## config.mk

```make
export PLATFORM = sky130hd
export DESIGN_NAME = csev_div
export DESIGN_NICKNAME = d
export VERILOG_FILES = /design/src/rtl/csev_pkg.sv /design/src/rtl/csev_div.sv
export SDC_FILE = /design/constraint.sdc
export NUM_CORES = 2
export LEC_CHECK = 0
export ABC_AREA = 1
export BUFFER_PORTS_ARGS = -buffer_cell sky130_fd_sc_hd__buf_2
export CAP_MARGIN = 20
export CELL_PAD_IN_SITES_DETAIL_PLACEMENT = 1
export CELL_PAD_IN_SITES_GLOBAL_PLACEMENT = 2
export CORE_MARGIN = 5
export CORE_UTILIZATION = 37
export DETAILED_ROUTE_END_ITERATION = 7
export HOLD_SLACK_MARGIN = 0.06
export PLACE_DENSITY = 0.85
export SYNTH_ARGS = -nofsm -noshare
export SYNTH_HDL_FRONTEND = slang
export SYNTH_SLANG_ARGS = --single-unit
```

## constraint.sdc

```tcl
create_clock -name clk_i -period 9.6 [get_ports clk_i]
set_input_delay 0.96 -clock clk_i [delete_from_list [all_inputs] [get_ports clk_i]]
set_output_delay 0.96 -clock clk_i [all_outputs]
set_load 0.05 [all_outputs]
```

## src/rtl/csev_pkg.sv

```systemverilog
package csev_pkg;

  localparam int unsigned NumTermsDefault = 7;
  localparam int unsigned NumCoefRegs     = 7;
  localparam int unsigned CoefW           = 32;
  localparam int unsigned CfgIdxW         = 3;
  localparam int unsigned XW              = 32;
  localparam int unsigned TW              = 32;
  localparam int unsigned BW              = 41;
  localparam int unsigned DivStages       = 8;
  localparam int unsigned DivBitsPerStage = 4;

  // Range status codes.
  localparam logic [1:0] StatusOk    = 2'd0;
  localparam logic [1:0] StatusClamp = 2'd1;
  localparam logic [1:0] StatusZero  = 2'd2;

  // x = 8.0 in Q16.16; below it 32/x - 2 exceeds 2.0.
  localparam logic [XW-1:0] XClampLimit = 32'h0008_0000;
  // Part of 2^50 above the 32 quotient bits.
  localparam logic [XW-1:0] DivInitRem  = 32'h0004_0000;
  // 2.0 in Q3.29.
  localparam logic [TW-1:0] TTwo        = 32'h4000_0000;

  typedef struct packed {
    logic          valid;
    logic [1:0]    status;
    logic [TW-1:0] t;
    logic [BW-1:0] b0;
    logic [BW-1:0] b1;
    logic [BW-1:0] b2;
  } step_t;

  function automatic logic [CoefW-1:0] coef_reset(input int unsigned idx);
    logic [CoefW-1:0] v;
    case (idx)
      0:       v = 32'd4;
      1:       v = 32'd24;
      2:       v = 32'd220;
      3:       v = 32'd3105;
      4:       v = 32'd73978;
      5:       v = 32'd3617561;
      6:       v = 32'd863815001;
      default: v = '0;
    endcase
    return v;
  endfunction

endpackage

```

## src/rtl/csev_div.sv

```systemverilog
module csev_div (
  input  logic                     clk_i,
  input  logic                     rst_ni,
  input  logic                     en_i,
  input  logic                     valid_i,
  input  logic [csev_pkg::XW-1:0]  x_i,
  output logic                     valid_o,
  output logic [1:0]               status_o,
  output logic [csev_pkg::TW-1:0]  t_o
);
  import csev_pkg::*;

  typedef struct packed {
    logic          valid;
    logic [1:0]    status;
    logic [XW-1:0] x;
    logic [XW-1:0] r;
    logic [XW-1:0] q;
  } div_t;

  div_t stg_q [DivStages];
  div_t stg_d [DivStages];
  div_t src   [DivStages];

  logic          t_valid_q;
  logic [1:0]    t_status_q;
  logic [TW-1:0] t_q, t_d;
  logic [XW:0]   t_full;

  for (genvar k = 0; k < DivStages; k++) begin : g_stage
    always_comb begin
      logic [XW:0] rr;
      if (k == 0) begin
        src[k].valid  = valid_i;
        src[k].x      = x_i;
        src[k].r      = DivInitRem;
        src[k].q      = '0;
        if (x_i == '0) begin
          src[k].status = StatusZero;
        end else if (x_i < XClampLimit) begin
          src[k].status = StatusClamp;
        end else begin
          src[k].status = StatusOk;
        end
      end else begin
        src[k] = stg_q[(k > 0) ? k - 1 : 0];
      end
      stg_d[k] = src[k];
      for (int j = 0; j < DivBitsPerStage; j++) begin
        rr = {stg_d[k].r, 1'b0};
        if (rr >= {1'b0, stg_d[k].x}) begin
          stg_d[k].r = XW'(rr - {1'b0, stg_d[k].x});
          stg_d[k].q = {stg_d[k].q[XW-2:0], 1'b1};
        end else begin
          stg_d[k].r = rr[XW-1:0];
          stg_d[k].q = {stg_d[k].q[XW-2:0], 1'b0};
        end
      end
    end

    always_ff @(posedge clk_i or negedge rst_ni) begin
      if (!rst_ni) begin
        stg_q[k].valid <= 1'b0;
      end else if (en_i) begin
        stg_q[k] <= stg_d[k];
      end
    end
  end

  // Quotient is at most 2^31 unless clamped, so t fits 32 bits signed.
  always_comb begin
    t_full = {1'b0, stg_q[DivStages-1].q} - {1'b0, TTwo};
    if (stg_q[DivStages-1].status == StatusOk) begin
      t_d = t_full[TW-1:0];
    end else begin
      t_d = TTwo;
    end
  end

  always_ff @(posedge clk_i or negedge rst_ni) begin
    if (!rst_ni) begin
      t_valid_q  <= 1'b0;
      t_status_q <= StatusOk;
      t_q        <= '0;
    end else if (en_i) begin
      t_valid_q  <= stg_q[DivStages-1].valid;
      t_status_q <= stg_q[DivStages-1].status;
      t_q        <= t_d;
    end
  end

  assign valid_o  = t_valid_q;
  assign status_o = t_status_q;
  assign t_o      = t_q;

endmodule

```

Word level (Yosys, flattened, before mapping)
Index checks and enable logic that the tools add are counted.
W data, S select, Z words.
{"block": "classes", "addsub": 32, "order_cmp": 33, "mux": 34, "reduce_logical": 3}
{"op": "$mux W64", "count": 31}
{"op": "$ge A33 B32 Y1", "count": 31}
{"op": "$sub A32 B32 Y32", "count": 30}
{"op": "$ge A20 B32 Y1 const A", "count": 1}
{"op": "$logic_not A32 Y1", "count": 1}
{"op": "$lt A32 B20 Y1 const B", "count": 1}
{"op": "$mux W32", "count": 1}
{"op": "$sub A20 B32 Y32 const A", "count": 1}
{"op": "$sub A32 B31 Y32 const B", "count": 1}
{"op": "$logic_not A2 Y1", "count": 1}
{"op": "$mux W1", "count": 2}
{"op": "$reduce_and A2 Y1", "count": 1}
{"block": "totals", "reg_bits": 756, "inputBits": 36, "output_inout_bits": 35, "word_cells": 150}

Depth between registers and ports, before layout
{"block": "depth", "word_depth": 8, "depth_mapped": 69, "depth_no_buf": 66}

Worst setup path after synthesis
Ideal clock, no wire load.
{"block": "synth_timing", "path_kind": "input-to-reg", "startpoint": "input en_i", "endpoint": "register stg_q (netlist bit src[0]), enable pin", "setup_ps": 954, "arrival_ps": 13023, "required_time_ps": 8646, "slack_ps": -4377, "stages": 3, "path_buffers": 1, "path_cell_list": "clkbuf_1 > nand2_1 > inv_1"}
{"block": "synth_via", "elab_chain_cells": 1}
{"item": "start, declared", "line_no": "csev_div.sv:4", "rtl": "input logic en_i,"}
{"item": "$reduce_and A2 Y1 (no line)"}
{"item": "end signal, assigned by index", "line_no": "csev_div.sv:65", "rtl": "stg_q[k] <= stg_d[k];"}
{"item": "end, declared", "line_no": "csev_div.sv:21", "rtl": "div_t stg_q [DivStages];"}
No other way between the ends.
A chain may end at the register's enable or synchronous reset.

==> impl_results.md <==
* Final setup fails at 0
* H-tree Lvls at 3
* CTS tree: yes
* Worst Path Arrival at between 9000 and 10000 ps
* Clock Tree Root: clkbuf_16
* CP Launch Type: flip-flop
* Clk_lat worst skew at 780 ps
* Synthesized flop and latch total at 651
* Post-CTS Hold Buffers at 0
* Die Wd at about 500 µm
* Critical setup path kind: flip-flop to flip-flop
* First-pass GRT wire length at about 630000 µm
* DRC Markers at 0
* Port Buffers at 70
* Antenna-violating nets left at 0
* Slowest Stage Delay on Critical Path at 460 ps
* Worst-path clk slew at approximately 60 ps
* Critical-path top delay cell: edfxtp_1
* Layout filler cell count at between 30000 and 40000
* Drt wl/cell at ~23 µm
* Status: completed
* Slew Viols, Final at 0
* Type of the tightest min-delay check: input port to flip-flop
* Clock Sink Count at 651
* # Max-Cap Violations at 0
* Die height at 498 µm
* Initial antenna violation count at 14
* Fin Setup TNS at 0 ps
* Post-Syn Instances at roughly 14000
* CP Capture Type: flip-flop
* Via density at about 5.6
* Yosys top cell area share at 0.207
* Core area at between 0.2 and 0.25 mm²
* Number of global-route vias before repair at roughly 100k
* List of most frequent post-synthesis cells: nand2_1 (4327), inv_1 (1557), nor2_1 (1085), a21oi_1 (1073), ha_1 (970)
* Synth area leader: edfxtp_1
* Sequential share of the synthesized area at 0.219
* Drt first pass iters at 6
* Worst-Margin Slew at around 1000 ps
* Util after Layout at 0.462
* Dpl hpwl at approximately 350000 µm
* Layout Nets at 16200
* Yosys cell types at 72
* CP most frequent cell: nand2_1
* Final hold vios at 0
* Gp weighted congestion at between 1 and 1.5
* DR iter-0 viols at 8015
* Count leader, synth: nand2_1
* Fmax at between 0.1 and 0.15 GHz
* Final Instance Area at 0.110 mm²
* Die area at between 0.2 and 0.25 mm²
* Worst EP required at between 10000 and 15000 ps
* Yosys warns at 0
* EDFF count, synth at roughly 610
* Via Count at ~100k
* Rel. slew slack at 0.306
* IO Count at about 70
* Clock Skew at 49.6 ps
* Rows at roughly 180
* Post-Syn Area at just under 0.09 mm²
* Wirelength, routed at roughly 430000 µm
* Ys async rst share at 0.0661
* TritonCTS Buffers at 88
* Layout cell share with drive strength beyond 1 at 0.168
* Synthesized area per cell at around 6.5 µm²
* Min Tclk post-route at 9340 ps
* Crit-path max FO at 25
* Final period util at 0.973
* Largest net degree at the start of global routing at between 150 and 200
* All-layer global routing usage at 0.321
* Largest cells by area after synthesis: edfxtp_1 (21%), nand2_1 (18%), ha_1 (14%)
* Total gr overflow at 0
* Ys flop type: edfxtp_1
* Initial core utilization at 0.371
* CTS Buffer Depth at 3
* Post-placement cell area at ~0.10 mm²
* Syn-to-layout area delta at 24.5%
==> metrics by stage <==
step | setup WS, ps | hold WS, ps | instances
floorplan | -1120 | 400 | 13600
global placement | -294 | 401 | 18100
detailed placement | -417 | 405 | 18100
CTS | 9.33 | 354 | 18300
global route | -156 | 376 | 18500
finish | 261 | 401 | 18500
==> routing by layer <==
metal	GRT usage	vias up	share of wire
met3	0.0372	1000	0.057
met5	0	-	0.000080
met1	0.404	50000	0.42
met2	0.542	3384	0.47
li1	-	48600	-
met4	0.162	6	0.058
==> registers in the layout, summed over array words and instances (netlist names) <==
register,cells
src,581
status_o,2
stg_q,35
t_o,32
valid_o,1
==> cells in the final DEF, fill, tap and decap left out, types with 48 or more instances in the layout <==
master / count
a21o_1: 94
a21oi_1: 1005
a21oi_2: 72
a31oi_1: 81
buf_12: 48
buf_2: 69
buf_4: 1652
clkbuf_16: 96
edfxtp_1: 608
ha_1: 903
inv_1: 1484
inv_2: 74
nand2_1: 4300
nand2_2: 55
nand3_1: 815
nand3b_1: 56
nand4_1: 136
nor2_1: 1044
nor2_2: 55
nor3_1: 154
nor4_1: 54
o21ai_0: 597
o21ai_1: 189
o21ai_2: 58
o21bai_1: 94
or2_2: 57
xnor2_1: 342
xor2_1: 435
==> critical path, delay by kind of cell (launching register included) <==
family / cells / cell delay, ps
flops: 1 / 460
simple gates: 29 / 3760
fa+ha+maj: 4 / 1300
buf+inv: 17 / 2390
compound gates: 8 / 1150
==> layout make-up <==
class                   count  area (µm²)  area share
clock inverters            64         773     0.00705
inverters                1603        6180      0.0563
repair buffers           1790       14000       0.128
flip-flops and latches    651       19300       0.176
diodes                     12        30.0    0.000274
well taps                3167        3960      0.0361
clock buffers             101        2330      0.0213
multi-input cells       11100       63100       0.575
==> path summary, 6_finish.rpt <==
path | from | endpoint | slack (ps) | cells past startpoint
setup / recovery | src[567] | src[456] | 260 | 58
hold / removal | x_i[1] | src[659] | 400 | 1
setup reg to reg | src[567] | src[456] | 260 | 58
hold reg to reg | src[96] | stg_q[96] | 400 | 0
max in group asynchronous | rst_ni | t_o[12] | 8140 | 3
min in group asynchronous | rst_ni | t_o[21] | 500 | 2
==> logic make-up after synthesis <==
family,after synthesis,synth area share
and+or+nand+nor,6860,0.324
AOI/OAI and AO/OA,2460,0.156
buffers and inverters,1822,0.0838
adders and majority gates,977,0.139
xor gates and xnor gates,777,0.0772
DFF,651,0.219
other,1,0.0000425
==> what timing repair did <==
action                                  CTS  global route
setup buffers                            12           141
cloned                                    1            14
endpoints found under the setup margin  194           227
pin swaps                                 3            58
resized for setup                        61           514
Power is left out: the tool's default activity adds up to more than one toggle a clock period on the data nets, which glitch-free logic cannot reach.
