[src/rtl/csev_pkg.sv]
package csev_pkg;

  localparam int unsigned NumTermsDefault = 7;
  localparam int unsigned NumCoefRegs     = 7;
  localparam int unsigned CoefW           = 32;
  localparam int unsigned CfgIdxW         = 3;
  localparam int unsigned XW              = 32;
  localparam int unsigned TW              = 32;
  localparam int unsigned BW              = 41;
  localparam int unsigned DivStages       = 8;
  localparam int unsigned DivBitsPerStage = 4;

  // Range status codes.
  localparam logic [1:0] StatusOk    = 2'd0;
  localparam logic [1:0] StatusClamp = 2'd1;
  localparam logic [1:0] StatusZero  = 2'd2;

  // x = 8.0 in Q16.16; below it 32/x - 2 exceeds 2.0.
  localparam logic [XW-1:0] XClampLimit = 32'h0008_0000;
  // Part of 2^50 above the 32 quotient bits.
  localparam logic [XW-1:0] DivInitRem  = 32'h0004_0000;
  // 2.0 in Q3.29.
  localparam logic [TW-1:0] TTwo        = 32'h4000_0000;

  typedef struct packed {
    logic          valid;
    logic [1:0]    status;
    logic [TW-1:0] t;
    logic [BW-1:0] b0;
    logic [BW-1:0] b1;
    logic [BW-1:0] b2;
  } step_t;

  function automatic logic [CoefW-1:0] coef_reset(input int unsigned idx);
    logic [CoefW-1:0] v;
    case (idx)
      0:       v = 32'd4;
      1:       v = 32'd24;
      2:       v = 32'd220;
      3:       v = 32'd3105;
      4:       v = 32'd73978;
      5:       v = 32'd3617561;
      6:       v = 32'd863815001;
      default: v = '0;
    endcase
    return v;
  endfunction

endpackage

[src/rtl/csev_step.sv]
module csev_step (
  input  logic                       clk_i,
  input  logic                       rst_ni,
  input  logic                       en_i,
  input  logic [csev_pkg::CoefW-1:0] coef_i,
  input  csev_pkg::step_t            step_i,
  output csev_pkg::step_t            step_o
);
  import csev_pkg::*;

  localparam int unsigned PlW = TW + 22;
  localparam int unsigned PhW = TW + 20;
  localparam int unsigned PW  = TW + BW;
  localparam int unsigned MW  = 44;
  localparam int unsigned SW  = 46;

  step_t a_q, b_q, c_q, c_d;
  logic signed [PlW-1:0] pl_d, pl_q;
  logic signed [PhW-1:0] ph_d, ph_q;
  logic signed [PW-1:0]  prod;
  logic signed [MW-1:0]  m_d, m_q;
  logic signed [SW-1:0]  s;
  logic                  neg;

  // Stage A: two partial products of t against the low and high halves of b.
  always_comb begin
    pl_d = $signed(step_i.t) * $signed({1'b0, step_i.b0[20:0]});
    ph_d = $signed(step_i.t) * $signed(step_i.b0[BW-1:21]);
  end

  // Stage B: combine, bias toward zero and drop 29 fraction bits.
  always_comb begin
    neg  = a_q.t[TW-1] ^ a_q.b0[BW-1];
    prod = (PW'(ph_q) <<< 21) + PW'(pl_q)
         + (neg ? PW'(30'h1FFF_FFFF) : PW'(0));
    m_d  = MW'(prod >>> 29);
  end

  // Stage C: subtract b2, add the coefficient and saturate.
  always_comb begin
    s = SW'(m_q) - SW'($signed(b_q.b1)) + SW'($signed(coef_i));
    c_d    = b_q;
    c_d.b2 = b_q.b1;
    c_d.b1 = b_q.b0;
    if (s > SW'(41'sh0FF_FFFF_FFFF)) begin
      c_d.b0 = {1'b0, {(BW-1){1'b1}}};
    end else if (s < -SW'(42'sh100_0000_0000)) begin
      c_d.b0 = {1'b1, {(BW-1){1'b0}}};
    end else begin
      c_d.b0 = s[BW-1:0];
    end
  end

  always_ff @(posedge clk_i or negedge rst_ni) begin
    if (!rst_ni) begin
      a_q.valid <= 1'b0;
      b_q.valid <= 1'b0;
      c_q.valid <= 1'b0;
    end else if (en_i) begin
      a_q  <= step_i;
      pl_q <= pl_d;
      ph_q <= ph_d;
      b_q  <= a_q;
      m_q  <= m_d;
      c_q  <= c_d;
    end
  end

  assign step_o = c_q;

endmodule

[config.mk]
export PLATFORM = sky130hd
export DESIGN_NAME = csev_step
export DESIGN_NICKNAME = d
export VERILOG_FILES = /design/src/rtl/csev_pkg.sv /design/src/rtl/csev_step.sv
export SDC_FILE = /design/constraint.sdc
export NUM_CORES = 2
export LEC_CHECK = 0
export BUFFER_PORTS_ARGS = -buffer_cell sky130_fd_sc_hd__buf_2
export CAP_MARGIN = 5
export CORE_ASPECT_RATIO = 1.4
export CORE_MARGIN = 4
export CORE_UTILIZATION = 41
export DETAILED_ROUTE_END_ITERATION = 12
export HOLD_SLACK_MARGIN = 0.12
export PLACE_DENSITY = 0.65
export SETUP_SLACK_MARGIN = 0.05
export SLEW_MARGIN = 20
export SYNTH_ARGS = -nofsm -noshare
export SYNTH_HDL_FRONTEND = slang
export SYNTH_SLANG_ARGS = --single-unit
[constraint.sdc]
create_clock -name clk_i -period 7 [get_ports clk_i]
set_clock_uncertainty 0.05 [all_clocks]
set_input_delay 0.7 -clock clk_i [delete_from_list [all_inputs] [get_ports clk_i]]
set_output_delay 0.7 -clock clk_i [all_outputs]
set_load 0.02 [all_outputs]
Yosys cells after proc, flatten, opt, wreduce, memory -nomap -nowiden --
Index checks and enable logic that the tools add are counted.
Word-level totals: flip-flop bits (word level) 542
Cells by class: multiplexer cells 2, reductions and logical operators 1, add/sub/neg operators 4, bitwise gates (word level) 1, multiply operators 2, order comparisons 2
Operators with widths (count):
- 73-bit by 29-bit adder with 73-bit output | 1
- 73-bit adder | 1
- 32-bit by 22-bit multiplier with 54-bit output | 1
- 32-bit by 20-bit multiplier with 52-bit output | 1
- 45-bit by 32-bit adder with 46-bit output | 1
- 46-bit by 41-bit greater-than comparator with 1-bit output, second input constant | 1
- 46-bit by 41-bit less-than comparator with 1-bit output, second input constant | 1
- 44-bit by 41-bit subtractor with 45-bit output | 1
- 41-bit two-way mux | 1
- 29-bit two-way mux | 1
- 2-bit AND reduction | 1
- 1-bit XOR | 1

Longest topological paths before layout --
depth after elaboration 4, mapped depth 27

Worst setup path before layout --
OpenSTA, ideal clock, no wires.
path type input -> register, start in en_i, end reg a_q[100] (netlist bit), enable pin, stages on the path 1, data required time 5.978 ns, slack -6.815 ns, library setup time 0.972 ns, arrival time 12.793 ns, buffers on the path 0, cells stage by stage and2_1
Between the ends: cells in the longest elaborated chain, start to end 1
Ends and longest elaborated chain:
- start: declaration | RTL line csev_step.sv:4 | input logic en_i,
- 2-bit AND reduction (no source line)
- end signal: assignment | RTL line csev_step.sv:60 | a_q <= step_i;
- end: declaration | RTL line csev_step.sv:17 | step_t a_q, b_q, c_q, c_d;
No other way between the ends. A chain may end at the register's enable or synchronous reset.

Worst setup path after layout --
start in step_i[85] (netlist bit), end reg pl_q[50] (data pin)
Between the ends: cells in the longest elaborated chain, start to end 1
Ends and longest elaborated chain:
- start: declaration | RTL line csev_step.sv:6 | input csev_pkg::step_t step_i,
- 32-bit by 22-bit multiplier with 54-bit output | RTL line csev_step.sv:27 | pl_d = $signed(step_i.t) * $signed({1'b0, step_i.b0[20:0]});
- net pl_d[50] | RTL line csev_step.sv:18 | logic signed [PlW-1:0] pl_d, pl_q;
- end signal: assignment | RTL line csev_step.sv:61 | pl_q <= pl_d;
- end: declaration | RTL line csev_step.sv:18
The timed path passes the listed nets, and every way through them passes these cells.

==> impl_metrics.tcl <==
set metrics [dict create \
    status "finished, violations left" \
    violations "design-rule violations" \
    min_path_type "in2reg" \
    cts_root_buf "clkbuf_16" \
    row_count 180 \
    initial_core_util_pct 41.4 \
    slowest_stage "fa_1" \
    drt_iter0_drc 2909 \
    synth_ff_type "edfxtp_1" \
    grt_max_degree 163 \
    antenna_found_initial 15 \
    ys_seq_area_share_pct 22.8 \
    reg2reg_to "m_q[43]$_DFFE_PP_" \
    area_delta_synth_final_pct 18.8 \
    syn_avg_cell_area_sq_um 10.3 \
    die_w_um 360 \
    rsz0062_at_grt "true" \
    yosys_warnings 0 \
    grt_first_pass_wirelength_um 316000 \
    reg2reg_from "a_q[154]$_DFFE_PP_" \
    yosysUniqueCellTypes 79 \
    top_layer_used "met5" \
    ios 351 \
    cts_buffers 60 \
    grt_pass1_vias 56900 \
    gp_congestion 0.941 \
    core_sq_mm 0.172 \
    synthCells 6901 \
    finalMaxSlewViolations 0 \
    vias_per_cell 5.07 \
    die_h_um 501 \
    preCtsSetupSlack_ns -1.26 \
    routed-via-count 51000 \
    cts.sinks 542 \
    worst_slack_ns 0.0570 \
    cts_tree "built" \
    r2r_cells 16 \
    fillers 15500 \
    synth_area_sq_mm 0.0713 \
    max_freq_mhz 144 \
    min_to "a_q[157]$_DFFE_PN0P_" \
    clock_path_buffers 3 \
    wl_per_cell_um 20.0 \
    drtPass1Iterations 12 \
    hold_viol_final 0 \
    tns_ns 0 \
    critPathMaxStageDelay_ns 0.60 \
    cp.arrival_ns 7.37 \
    wl_um 201000 \
    cp-start-kind "input pin" \
    grt.overflow.total 0 \
    dieArea_sq_mm 0.181 \
    critical_path_class "in2reg" \
    cpMostUsedCell "fa_1" \
    synth_edf_count 539 \
    post-route-drc-count 2 \
    drive_gt1_share_pct 17.8 \
    final_util_pct 49.2 \
    min_from "step_i[157]" \
    crit_path_end_kind "register" \
    wl_met3_um 11300 \
    wl_met2_um 102000 \
    htreeDepth 2 \
    setup_viol 0 \
    crit_buf_inv 7 \
    grt_usage_pct 22.5 \
    clkTransAtPathRegs_ns 0.06 \
    required_ns 7.43 \
    ant_nets 0 \
    drv_cap 0 \
    r2r_slack_ns 1.18 \
    ys_async_sr_fraction_pct 0.554 \
    worstMarginPinSlew_ns 0.993 \
    place_hpwl_um 168000 \
    slew_headroom_pct 33.2 \
    port_buffers 309 \
    synth-seq-cells 542 \
    cp_top_family "adder cells" \
    clk-insertion-delay-late_ns 0.73 \
    layout_min_cycle_time_ns 6.94 \
    fin_nets 9720 \
    syn_nets 8899 \
    wl_met1_um 75000 \
    fin_crit_sh_pct 99.2 \
    min_path_cells 2 \
    crit_path_max_fanout 9 \
]
[worst register-to-register path: cells and delay by family (launching register included)]
family	cells	cell delay [ns]
AO/OA/AOI/OAI	8	2.65
XOR/XNOR	2	0.61
adder cells (fa/ha/maj)	2	0.97
buffers and inverters	3	0.60
flip-flops	1	0.53
AND/OR/NAND/NOR	1	0.14
[layout by cell type, fill, tap and decap left out, types with 11 or more instances in the layout]
cell and instances:
o31ai_1 12, and3_1 18, buf_2 258, o21bai_1 36, nor3_1 23, inv_1 1535, fa_2 42, a211oi_1 23
nand3_1 43, and2_4 28, edfxtp_1 539, nand2_1 780, fa_1 1314, clkbuf_16 65, nand4_1 41, o21a_1 21
o211ai_1 19, nor2b_1 18, buf_4 627, ha_4 27, inv_2 12, xnor2_1 127, buf_6 60, a21oi_1 208
dlygate4sd3_1 44, nand2b_1 21, a21oi_2 17, o21ai_2 40, o21ai_0 105, a31oi_1 19, clkinvlp_4 13, and2_1 610
nor2_1 122, diode_2 11, ha_1 421, a21o_1 99, buf_12 59, o21ai_1 20, xor2_1 70
[cell families (layout without fill, tap and decap cells)]
logic type / count (synthesis) / in the layout / synth area share (%)
flip-flops: 542 / 542 / 22.8
AO/OA/AOI/OAI: 721 / 721 / 6.56
adder cells (fa/ha/maj): 1805 / 1805 / 46.0
XOR/XNOR: 198 / 198 / 2.43
multiplexers: 6 / 6 / 0.0895
AND/OR/NAND/NOR: 1764 / 1764 / 12.2
other: 0 / 11 / 0
buffers and inverters: 1865 / 2737 / 9.88
[registers in the layout, summed over array words and instances, names as in the netlist]
name,count
b_q,117
ph_q,52
m_q,44
step_o,158
a_q,117
pl_q,54
[cell type report]
cell class              count  area [sq um]  share of cell area (%)
diodes                     11          27.5                  0.0325
clock buffers              64          1520                    1.79
clock inverters            49           561                   0.662
inverters                1551          5840                    6.89
multi-input cells        4494         49000                    57.8
flip-flops and latches    542         16300                    19.2
well taps                2275          2850                    3.36
repair buffers           1073          8670                    10.2
[per-stage QoR]
stage | area (sq um) | cells | hold WS [ns]
final | 84700 | 10100 | 0.199
after global routing | 84700 | 10000 | 0.168
after CTS | 83200 | 10000 | 0.137
after detailed placement | 80400 | 9851 | 0.355
after global placement | 80400 | 9851 | 0.350
after floorplan | 71700 | 6901 | 0.350
[timing repair]
action,4_1_cts,5_1_grt
resized for setup,65,287
gates cloned,0,5
buffers inserted,4,31
pin swaps,18,134
endpoints found under the hold margin,46,0
endpoints found under the setup margin,34,35
hold buffers,44,0
[worst max-delay path by stage]
stage | from | endpoint | slack, ns | depth (start not counted)
detailed placement | step_i[137] | pl_q[51]$_DFFE_PP_ | -1.26 | 24
finish | step_i[85] | pl_q[50]$_DFFE_PP_ | 0.06 | 26
floorplan | step_i[121] | ph_q[51]$_DFFE_PP_ | -0.17 | 22
global route | step_i[85] | pl_q[50]$_DFFE_PP_ | -0.04 | 26
global placement | step_i[137] | pl_q[51]$_DFFE_PP_ | -1.17 | 24
CTS | step_i[133] | ph_q[45]$_DFFE_PP_ | 0.04 | 29
[synth_stat cells (18+ instances only)]
master    instances  area [sq um]
o211ai_1         19           143
a211oi_1         29           218
nor2b_1          18           113
o21ai_2          31           272
nor3_1           24           120
a21oi_1         230          1150
ha_1            449          5620
o21bai_1         37           278
and2_1          638          3990
fa_1           1356         27100
a21o_1           99           743
o21ai_0         123           616
nand3_1          46           230
xnor2_1         127          1110
edfxtp_1        539         16200
xor2_1           71           622
inv_1          1550          5820
a31oi_1          21           131
nand2b_1         22           138
nand4_1          41           257
nor2_1          128           480
clkbuf_1        305          1140
nand2_1         782          2940
and3_1           20           125
o21a_1           21           158
[metal layers]
layer | global-route usage [%] | vias up
met1 | 25.8 | 26000
met5 | 0 | -
met3 | 3.85 | 587
li1 | - | 22800
met2 | 39.8 | 1596
met4 | 12.4 | 6
Power is not shown: default switching activity piles up to over one toggle a cycle in this logic, so the estimate is an artifact.
